==> config.mk <==
export PLATFORM = sky130hd
export DESIGN_NAME = biquad_iir_filter_unit
export DESIGN_NICKNAME = d
export VERILOG_FILES = /design/src/rtl/biq_pkg.sv /design/src/rtl/biquad_iir_filter_unit.sv
export SDC_FILE = /design/constraint.sdc
export NUM_CORES = 1
export LEC_CHECK = 0
export ABC_AREA = 1
export BUFFER_PORTS_ARGS = -buffer_cell sky130_fd_sc_hd__buf_2
export CORE_ASPECT_RATIO = 1.5
export CORE_MARGIN = 2
export CORE_UTILIZATION = 40
export DETAILED_ROUTE_END_ITERATION = 10
export PLACE_DENSITY = 0.51
export SETUP_SLACK_MARGIN = 0.05
export SYNTH_ARGS = -nofsm -noshare
export SYNTH_HDL_FRONTEND = slang
export SYNTH_SLANG_ARGS = --single-unit
==> constraint.sdc <==
create_clock -name clk_i -period 5.71 [get_ports clk_i]
set_input_delay 0 -clock clk_i [delete_from_list [all_inputs] [get_ports clk_i]]
set_output_delay 0 -clock clk_i [all_outputs]
set_load 0.01 [all_outputs]
==> src/rtl/biq_pkg.sv <==
// Shared types, constants and the term schedule for the biquad filter unit.
package biq_pkg;

  // Default field widths
  localparam int SAMPLE_BITS_DEF = 24;
  localparam int COEF_BITS_DEF   = 24;

  // Multiplier digit width: coefficient bits consumed per cycle
  localparam int DIGIT_BITS = 4;

  // Configuration register index width and codes
  localparam int CFG_IDX_BITS = 3;

  typedef enum logic [CFG_IDX_BITS-1:0] {
    REG_FORM = 3'd0,
    REG_A0   = 3'd1,
    REG_A1   = 3'd2,
    REG_A2   = 3'd3,
    REG_B1   = 3'd4,
    REG_B2   = 3'd5
  } cfg_reg_e;

  // Term counter width (at most six product terms per sample)
  localparam int TERM_BITS = 3;

  // Sequencer states
  typedef enum logic [2:0] {
    ST_IDLE,
    ST_LOAD,
    ST_MUL,
    ST_ACC,
    ST_RND
  } state_e;

  // Coefficient operand of a product term
  typedef enum logic [2:0] {
    C_A0,
    C_A1,
    C_A2,
    C_B1,
    C_B2,
    C_ONE
  } coef_sel_e;

  // Sample operand of a product term
  typedef enum logic [2:0] {
    S_X,
    S_X1,
    S_X2,
    S_Y1,
    S_Y2,
    S_W,
    S_W1,
    S_W2
  } src_sel_e;

  // One entry of the term schedule
  typedef struct packed {
    coef_sel_e coef;
    src_sel_e  src;
    logic      neg;      // subtract product from the sum
    logic      grp_end;  // last term of a sum, round next
    logic      is_mid;   // the rounded sum is the form II intermediate
  } term_t;

  // Term schedule. Form I: a0*x + a1*x1 + a2*x2 - b1*y1 - b2*y2.
  // Form II: w = x - b1*w1 - b2*w2, then y = a0*w + a1*w1 + a2*w2.
  function automatic term_t term_lookup(input logic form_ii,
                                        input logic [TERM_BITS-1:0] idx);
    term_t t;
    t = '{coef: C_A0, src: S_X, neg: 1'b0, grp_end: 1'b1, is_mid: 1'b0};
    if (!form_ii) begin
      case (idx)
        3'd0: t = '{coef: C_A0, src: S_X,  neg: 1'b0, grp_end: 1'b0, is_mid: 1'b0};
        3'd1: t = '{coef: C_A1, src: S_X1, neg: 1'b0, grp_end: 1'b0, is_mid: 1'b0};
        3'd2: t = '{coef: C_A2, src: S_X2, neg: 1'b0, grp_end: 1'b0, is_mid: 1'b0};
        3'd3: t = '{coef: C_B1, src: S_Y1, neg: 1'b1, grp_end: 1'b0, is_mid: 1'b0};
        3'd4: t = '{coef: C_B2, src: S_Y2, neg: 1'b1, grp_end: 1'b1, is_mid: 1'b0};
        default: t = '{coef: C_A0, src: S_X, neg: 1'b0, grp_end: 1'b1, is_mid: 1'b0};
      endcase
    end else begin
      case (idx)
        3'd0: t = '{coef: C_ONE, src: S_X,  neg: 1'b0, grp_end: 1'b0, is_mid: 1'b0};
        3'd1: t = '{coef: C_B1,  src: S_W1, neg: 1'b1, grp_end: 1'b0, is_mid: 1'b0};
        3'd2: t = '{coef: C_B2,  src: S_W2, neg: 1'b1, grp_end: 1'b1, is_mid: 1'b1};
        3'd3: t = '{coef: C_A0,  src: S_W,  neg: 1'b0, grp_end: 1'b0, is_mid: 1'b0};
        3'd4: t = '{coef: C_A1,  src: S_W1, neg: 1'b0, grp_end: 1'b0, is_mid: 1'b0};
        3'd5: t = '{coef: C_A2,  src: S_W2, neg: 1'b0, grp_end: 1'b1, is_mid: 1'b0};
        default: t = '{coef: C_A0, src: S_X, neg: 1'b0, grp_end: 1'b1, is_mid: 1'b0};
      endcase
    end
    return t;
  endfunction

endpackage

==> src/rtl/biquad_iir_filter_unit.sv <==
// Biquad IIR filter, direct form I or II, with a digit-serial multiply-accumulate.
// Each product term is a load, one 4-bit coefficient digit per cycle, then an add,
// with NDIG = ceil(COEF_BITS/4) digits per coefficient.
// Form I: 5 terms and one rounding step; form II: 6 terms and two rounding steps.
// A sample is accepted only when the last is done; final rounding waits for a free output.
// Reset clears history, coefficients to a0 = 1.0 and others 0, form I; no clearing pass.
module biquad_iir_filter_unit #(
  parameter int SAMPLE_BITS = biq_pkg::SAMPLE_BITS_DEF,
  parameter int COEF_BITS   = biq_pkg::COEF_BITS_DEF
) (
  input  logic                              clk_i,
  input  logic                              rst_ni,
  // configuration write port
  input  logic                              cfg_we_i,
  input  logic [biq_pkg::CFG_IDX_BITS-1:0]  cfg_idx_i,
  input  logic [COEF_BITS-1:0]              cfg_data_i,
  // sample input
  input  logic                              in_valid_i,
  output logic                              in_ready_o,
  input  logic signed [SAMPLE_BITS-1:0]     sample_in_i,
  // sample output
  output logic                              out_valid_o,
  input  logic                              out_ready_i,
  output logic signed [SAMPLE_BITS-1:0]     sample_out_o
);
  import biq_pkg::*;

  localparam int NDIG   = (COEF_BITS + DIGIT_BITS - 1) / DIGIT_BITS;
  localparam int CW_EXT = NDIG * DIGIT_BITS;         // sign-extended coefficient
  localparam int PW     = SAMPLE_BITS + DIGIT_BITS + 1; // running partial product
  localparam int FULL_W = PW + CW_EXT;
  localparam int ACC_W  = SAMPLE_BITS + COEF_BITS + 2;
  localparam int FRAC   = COEF_BITS - 2;
  localparam int RND_W  = ACC_W - FRAC;
  localparam int CNT_W  = $clog2(NDIG);

  localparam logic [COEF_BITS-1:0] COEF_ONE = {2'b01, {(COEF_BITS-2){1'b0}}};
  localparam logic [ACC_W-1:0]     HALF     = ACC_W'(1) << (FRAC - 1);
  localparam logic [SAMPLE_BITS-1:0] SMAX   = {1'b0, {(SAMPLE_BITS-1){1'b1}}};
  localparam logic [SAMPLE_BITS-1:0] SMIN   = {1'b1, {(SAMPLE_BITS-1){1'b0}}};

  // configuration registers
  logic                        form_q;
  logic signed [COEF_BITS-1:0] a0_q, a1_q, a2_q, b1_q, b2_q;

  // filter history
  logic signed [SAMPLE_BITS-1:0] x1_q, x2_q, y1_q, y2_q, w1_q, w2_q;

  // per-sample working registers
  logic signed [SAMPLE_BITS-1:0] x_q, w_q, mcand_q;
  logic [CW_EXT-1:0]             coef_sr_q;
  logic signed [PW-1:0]          ph_q;
  logic [CW_EXT-1:0]             pl_q;
  logic [CNT_W-1:0]              dig_cnt_q;
  logic [TERM_BITS-1:0]          term_q;
  logic signed [ACC_W-1:0]       acc_q;

  // output register
  logic                          out_valid_q;
  logic signed [SAMPLE_BITS-1:0] out_q;

  state_e state_q, state_d;
  term_t  cur;

  // control strobes
  logic start, load, mul_step, acc_add, mid_done, fin, term_inc;

  assign cur = term_lookup(form_q, term_q);

  // Configuration writes
  always_ff @(posedge clk_i or negedge rst_ni) begin
    if (!rst_ni) begin
      form_q <= 1'b0;
      a0_q   <= COEF_ONE;
      a1_q   <= '0;
      a2_q   <= '0;
      b1_q   <= '0;
      b2_q   <= '0;
    end else if (cfg_we_i) begin
      case (cfg_idx_i)
        REG_FORM: form_q <= cfg_data_i[0];
        REG_A0:   a0_q   <= cfg_data_i;
        REG_A1:   a1_q   <= cfg_data_i;
        REG_A2:   a2_q   <= cfg_data_i;
        REG_B1:   b1_q   <= cfg_data_i;
        REG_B2:   b2_q   <= cfg_data_i;
        default: ;
      endcase
    end
  end

  // State register
  always_ff @(posedge clk_i or negedge rst_ni) begin
    if (!rst_ni) begin
      state_q <= ST_IDLE;
    end else begin
      state_q <= state_d;
    end
  end

  // Next state and strobes
  always_comb begin
    state_d  = state_q;
    start    = 1'b0;
    load     = 1'b0;
    mul_step = 1'b0;
    acc_add  = 1'b0;
    mid_done = 1'b0;
    fin      = 1'b0;
    term_inc = 1'b0;
    case (state_q)
      ST_IDLE: begin
        if (in_valid_i) begin
          start   = 1'b1;
          state_d = ST_LOAD;
        end
      end
      ST_LOAD: begin
        load    = 1'b1;
        state_d = ST_MUL;
      end
      ST_MUL: begin
        mul_step = 1'b1;
        if (dig_cnt_q == CNT_W'(NDIG - 1)) begin
          state_d = ST_ACC;
        end
      end
      ST_ACC: begin
        acc_add = 1'b1;
        if (cur.grp_end) begin
          state_d = ST_RND;
        end else begin
          term_inc = 1'b1;
          state_d  = ST_LOAD;
        end
      end
      ST_RND: begin
        if (cur.is_mid) begin
          mid_done = 1'b1;
          term_inc = 1'b1;
          state_d  = ST_LOAD;
        end else if (!out_valid_q || out_ready_i) begin
          fin     = 1'b1;
          state_d = ST_IDLE;
        end
      end
      default: state_d = ST_IDLE;
    endcase
  end

  assign in_ready_o = (state_q == ST_IDLE);

  // Operand selection for the next product term
  logic [COEF_BITS-1:0]          coef_mux;
  logic signed [SAMPLE_BITS-1:0] src_mux;

  always_comb begin
    case (cur.coef)
      C_A0:    coef_mux = a0_q;
      C_A1:    coef_mux = a1_q;
      C_A2:    coef_mux = a2_q;
      C_B1:    coef_mux = b1_q;
      C_B2:    coef_mux = b2_q;
      C_ONE:   coef_mux = COEF_ONE;
      default: coef_mux = a0_q;
    endcase
    case (cur.src)
      S_X:     src_mux = x_q;
      S_X1:    src_mux = x1_q;
      S_X2:    src_mux = x2_q;
      S_Y1:    src_mux = y1_q;
      S_Y2:    src_mux = y2_q;
      S_W:     src_mux = w_q;
      S_W1:    src_mux = w1_q;
      S_W2:    src_mux = w2_q;
      default: src_mux = x_q;
    endcase
  end

  // Digit step: sample times one coefficient digit, top digit signed
  logic                        last_dig;
  logic signed [DIGIT_BITS:0]  dig_s;
  logic signed [PW-1:0]        pp, psum;
  logic signed [FULL_W-1:0]    prod_full;
  logic signed [ACC_W-1:0]     prod;

  assign last_dig  = (dig_cnt_q == CNT_W'(NDIG - 1));
  assign dig_s     = {last_dig & coef_sr_q[DIGIT_BITS-1], coef_sr_q[DIGIT_BITS-1:0]};
  assign pp        = mcand_q * dig_s;
  assign psum      = ph_q + pp;
  assign prod_full = {ph_q, pl_q};
  assign prod      = $signed(prod_full[ACC_W-1:0]);

  // Round half up, shift to sample scale, saturate
  logic [ACC_W-1:0]              rsum;
  logic [RND_W-1:0]              rshift;
  logic signed [SAMPLE_BITS-1:0] sat;
  logic                          in_range;

  assign rsum     = acc_q + HALF;
  assign rshift   = rsum[ACC_W-1:FRAC];
  assign in_range = (rshift[RND_W-1:SAMPLE_BITS-1] == '0) ||
                    (rshift[RND_W-1:SAMPLE_BITS-1] == '1);
  assign sat      = in_range ? rshift[SAMPLE_BITS-1:0] :
                    (rshift[RND_W-1] ? SMIN : SMAX);

  // Serial multiplier, accumulator and term counter
  always_ff @(posedge clk_i or negedge rst_ni) begin
    if (!rst_ni) begin
      term_q    <= '0;
      dig_cnt_q <= '0;
    end else begin
      if (start) begin
        term_q <= '0;
      end else if (term_inc) begin
        term_q <= term_q + TERM_BITS'(1);
      end
      if (load) begin
        dig_cnt_q <= '0;
      end else if (mul_step) begin
        dig_cnt_q <= dig_cnt_q + CNT_W'(1);
      end
    end
  end

  always_ff @(posedge clk_i) begin
    if (start) begin
      x_q   <= sample_in_i;
      acc_q <= '0;
    end
    if (load) begin
      mcand_q   <= src_mux;
      coef_sr_q <= CW_EXT'($signed(coef_mux));
      ph_q      <= '0;
    end
    if (mul_step) begin
      ph_q      <= psum >>> DIGIT_BITS;
      pl_q      <= {psum[DIGIT_BITS-1:0], pl_q[CW_EXT-1:DIGIT_BITS]};
      coef_sr_q <= coef_sr_q >> DIGIT_BITS;
    end
    if (acc_add) begin
      acc_q <= cur.neg ? (acc_q - prod) : (acc_q + prod);
    end
    if (mid_done) begin
      w_q   <= sat;
      acc_q <= '0;
    end
  end

  // History update when the sample completes
  always_ff @(posedge clk_i or negedge rst_ni) begin
    if (!rst_ni) begin
      x1_q <= '0;
      x2_q <= '0;
      y1_q <= '0;
      y2_q <= '0;
      w1_q <= '0;
      w2_q <= '0;
    end else if (fin) begin
      if (!form_q) begin
        x2_q <= x1_q;
        x1_q <= x_q;
        y2_q <= y1_q;
        y1_q <= sat;
      end else begin
        w2_q <= w1_q;
        w1_q <= w_q;
      end
    end
  end

  // Output register
  always_ff @(posedge clk_i or negedge rst_ni) begin
    if (!rst_ni) begin
      out_valid_q <= 1'b0;
    end else if (fin) begin
      out_valid_q <= 1'b1;
    end else if (out_ready_i) begin
      out_valid_q <= 1'b0;
    end
  end

  always_ff @(posedge clk_i) begin
    if (fin) begin
      out_q <= sat;
    end
  end

  assign out_valid_o  = out_valid_q;
  assign sample_out_o = out_q;

  // Checks
  a_start_load: assert property (@(posedge clk_i) disable iff (!rst_ni)
    (in_valid_i && in_ready_o) |=> (state_q == ST_LOAD && term_q == '0))
    else $error("accepted transaction did not start at the first term");

  a_acc_after_mul: assert property (@(posedge clk_i) disable iff (!rst_ni)
    (state_q == ST_ACC) |-> ($past(state_q) == ST_MUL && $past(last_dig)))
    else $error("accumulate without a finished product");

  a_rnd_hold: assert property (@(posedge clk_i) disable iff (!rst_ni)
    (state_q == ST_RND && !cur.is_mid && out_valid_q && !out_ready_i)
      |=> (state_q == ST_RND && $stable(acc_q) && $stable(y1_q) && $stable(w1_q)))
    else $error("result overwrote a pending output or history moved");

endmodule

### Word-level counts from Yosys, hierarchy flattened

Index checks and enable logic that the tools add are counted.

* register bits after elaboration: 498
* latch bits: 0
* memory bits (writable): 0
* ROM bits: 0
* bits of input ports: 56
* word-level logic and storage cells: 124
* memories kept: 0

* add/sub/neg operators: 6
* $mul: 1
* div/mod/pow operators: 0
* magnitude comparators: 0
* equal/unequal tests: 31
* shift-type cells: 0
* multiplexer cells: 38
* bitwise gates (word level): 2
* reductions and logical operators: 21

Operators with widths (number)
* 24-bit one-hot mux with 8 select lines: 1
* 50-bit 2-to-1 mux: 3
* 24-bit one-hot mux with 5 select lines: 1
* 29-bit 2-to-1 mux: 2
* 9-bit one-hot mux with 6 select lines: 1
* 50-bit by 22-bit adder with 50-bit output (second input constant): 1
* 50-bit adder: 1
* 50-bit subtractor: 1
* 24-bit 2-to-1 mux: 2
* 9-bit one-hot mux with 5 select lines: 1
* 20-bit 2-to-1 mux: 2
* 3-bit equality test (second input constant): 12
* 3-bit by 2-bit equality test with 1-bit output (second input constant): 10
* 29-bit adder: 1
* 24-bit by 5-bit multiplier with 29-bit output: 1
* 3-bit 2-to-1 mux: 9
* 2-bit AND reduction: 8
* 3-bit by 1-bit equality test with 1-bit output (second input constant): 5
* 3-bit one-hot mux with 5 select lines: 1
* 1-bit 2-to-1 mux: 13
* 3-bit zero test: 4
* 9-bit 2-to-1 mux: 1
* 2-bit nonzero test: 4
* 3-bit by 1-bit adder with 3-bit output (second input constant): 2
* 10 further kinds: 12

### Logic depth before layout (Yosys ltp)

* word-level depth: 7
* mapped depth: 27
* gate-level depth less buffers: 26

### Worst setup path before layout

No wires, ideal clock.

* path type: register -> register
* from: register dig_cnt_q[0]
* to: register ph_q[20], data pin
* data arrival time: 4516 ps
* required time: 5457 ps
* path slack: 941 ps
* cell stages (with the launch flop): 24
* path buffers: 1
* period minus slack after synthesis: 4769 ps
* cell sequence: dfrtp_1 > ha_1 > and3_1 > inv_1 > clkbuf_1 > nor2_1 > fa_1 > inv_1 > fa_1 > fa_1 > inv_1 > ha_1 > ha_1 > nand2_1 > o21ai_0 > nand2_1 > nand3b_1 > nand2_1 > o21bai_1 > nand2_1 > nand2_1 > nand2_1 > nand2_1 > nor2_1

* cells in the longest elaborated chain, start to end: 5

RTL lines
* start: declaration: RTL line biquad_iir_filter_unit.sv:54 `logic [CNT_W-1:0] dig_cnt_q;`
* start signal: assignment: RTL line biquad_iir_filter_unit.sv:221 `dig_cnt_q <= dig_cnt_q + CNT_W'(1);`
* 3-bit equality test: RTL line biquad_iir_filter_unit.sv:187 `assign last_dig = (dig_cnt_q == CNT_W'(NDIG - 1));`
* 1-bit bitwise AND: RTL line biquad_iir_filter_unit.sv:188 `assign dig_s = {last_dig & coef_sr_q[DIGIT_BITS-1], coef_sr_q[DIGIT_BITS-1:0]};`
* 24-bit by 5-bit multiplier with 29-bit output: RTL line biquad_iir_filter_unit.sv:189 `assign pp = mcand_q * dig_s;`
* 29-bit adder: RTL line biquad_iir_filter_unit.sv:190 `assign psum = ph_q + pp;`
* 29-bit 2-to-1 mux: RTL line biquad_iir_filter_unit.sv:236 `if (mul_step) begin`
* end signal: assignment: RTL line biquad_iir_filter_unit.sv:237 `ph_q <= psum >>> DIGIT_BITS;`
* end: declaration: RTL line biquad_iir_filter_unit.sv:52 `logic signed [PW-1:0] ph_q;`

No other way between the ends.
A chain may end at the register's enable or synchronous reset.

### Worst setup path after layout

* from: register dig_cnt_q[1]
* to: register ph_q[11], data pin

Same word-level chain as after synthesis.

==> results.ini <==
[finish]
regMostFlops=acc_q
stdcell_count=5401
final_cell_mix=nand2_1, inv_1, nor2_1
reg.largest.list=acc_q (50), ph_q (25)
largest_reg_flops=50
drive_gt1_share_pct=7.56
final_common_cell=nand2_1
nets=4591
seqCellArea_um2=12900
multi_input_area_um2=15700
n_fill_cell=8227
area.growth.synth_to_final_pct=12.4
fin_area_um2=36000

[detailed_routing]
drc=0
ant_nets=0
first_pass_iters=5
drt_iter0_markers=1503
vias=27400
vias_per_cell=5.07
drt_wl_total_um=106000
wire_per_inst_um=19.6

[global_routing]
grt_pass1_wl_um=163000
grt_overflow=0
grt_max_degree=121
antenna_found_initial=2
first_global_vias=27500
grt_use_total_pct=25.9

[synthesis]
synth_flop_cell=dfrtp_1
synthCells=4219
yosys_warnings=0
synth_seq_area_share_pct=40.4
synth_fp_nets=4490
netlist_top_cells_area=dfrtp_1, edfxtp_1, nand2_1, inv_1, fa_1
synthDistinctLibCells=52
synth_top_area_share_pct=21.4
async_flop_share_pct=55.7
synth_edf_count=165
ys_ff_latch=494
synthesis.area_um2=32000
synth.avg_cell_area_um2=7.58
synth_top_area_cell=dfrtp_1

[clock_tree]
cts_buffers=53
cts_sinks=494
postCtsSetupRepairBufs=0
clock_latency_ns=0.65
clockBufferDepth=3
root_buffer=clkbuf_16
h-tree-depth=2
cts_tree=yes
clk_pin_slew_ns=0.06

[worst_hold_path]
min_path_type=in2reg
hp-start=sample_in_i[14]

[placed_design]
place_area_um2=33500
placement.io_buffers=81
numPlacedInstances=5240
gp_congestion=0.953
hpwl_um=78600

[critical_path]
r2r_start=dig_cnt_q[1]
rr_endpoint=ph_q[11]
r2r_slack_ns=0.49
end_kind=flip-flop
crit_start=dig_cnt_q[1]
cp.required_ns=6.07
cp_slowest_cell=fa_1
cp_cell_sequence=inv_1 > ha_1 > and3_1 > inv_1 > or2_2 > fa_1 > fa_1 > fa_1 > fa_1 > fa_1 > nor3_1 > nor2_1 > o21ai_0 > a21oi_1 > o21ai_0 > a21oi_1
r2r_cells=16
crit_path_frequent_cell=fa_1
arrival_ns=5.59
worst-setup-path-type=reg2reg
crit_path_end=ph_q[11]
path_max_fanout=4
cp-start-kind=flip-flop
cpPeakStageDelay_ns=0.55

[floorplanning]
dieArea_um2=82300
core_area_um2=79600
ios=82
rows=127
fp.dieH_um=350
start_util_pct=40.2
die_w_um=235

[timing]
setup_tns_ns=0
grt_setup_unrepaired=false
maxSlewViolCount=0
whs_ns=0.0630
max_freq_mhz=191
finalCriticalPeriod_ns=5.22
worst_slew_pin_slew_ns=1.12
finalHoldViolations=0
finalClockSkew_ns=0.0468
finalCritPeriodShare_pct=91.5
relSlewSlack_pct=25.6
setup_viol=0

[run_status]
status=complete, no violations

[job]
drv_cap=0

==> routing by layer <==
layer	GRT usage, %	part of all wire [%]	vias to the layer above
met5	0	0	-
met3	2.70	3.0	233
met2	48.2	52	549
met4	15.1	6.7	0
li1	-	-	13600
met1	28.6	39	13000
==> cells in the mapped netlist (80+ instances only) <==
cell	number
nand4_1	80
a21oi_1	187
o21ai_0	332
nand3_1	194
nand2_1	1092
ha_1	116
edfxtp_1	165
o21ai_1	92
nor2_1	370
fa_1	99
inv_1	718
dfrtp_1	274
==> through the flow <==
stage / worst slack [ns] / utilization [%]
detailed placement: 0.421 / 42.0
global placement: 0.488 / 42.0
floorplan: 0.941 / -
global route: 0.0558 / 45.2
CTS: 0.393 / 45.1
finish: 0.485 / 45.2
==> worst max-delay path, delay by kind of cell (launching register included) <==
family | cells | cell delay [ns]
AOI/OAI and AO/OA | 4 | 0.75
adders and majority gates | 6 | 2.81
buffers and inverters | 2 | 0.22
DFF | 1 | 0.38
and+or+nand+nor | 4 | 0.80
==> area by class of cell <==
cell class	count	share of cell area (%)
clock buffer	68	4.16
inverter	733	7.65
sequential	494	35.9
tap	1032	3.59
timing repair buffer	185	3.80
clock inverter	32	1.11
multi-input combinational	2853	43.7
antenna	4	0.0278
==> cells by family after synthesis <==
kind of cell,Yosys count,synth area share [%]
flops,494,40.4
compound gates,688,11.5
xor+xnor,80,2.19
buf+inv,872,10.6
fa+ha+maj,215,10.7
simple gates,1870,24.5
==> timing repair <==
action                     CTS  global route
hold buffers                57             0
setup endpoints to repair    0             3
hold endpoints to repair   240             0
resized for setup            0             2
==> worst min-delay path by stage <==
stage / slack, ns / cells past startpoint / end
after detailed placement: 0.09 / 1 / x1_q[19]
after floorplan: -0.30 / 0 / a0_q[0]
after global routing: 0.05 / 2 / x_q[4]
after CTS: 0.03 / 2 / x_q[14]
final: 0.06 / 2 / x_q[14]
after global placement: 0.10 / 1 / x1_q[19]
Power is not shown: default switching activity piles up to over one toggle a cycle in this logic, so the estimate is an artifact.
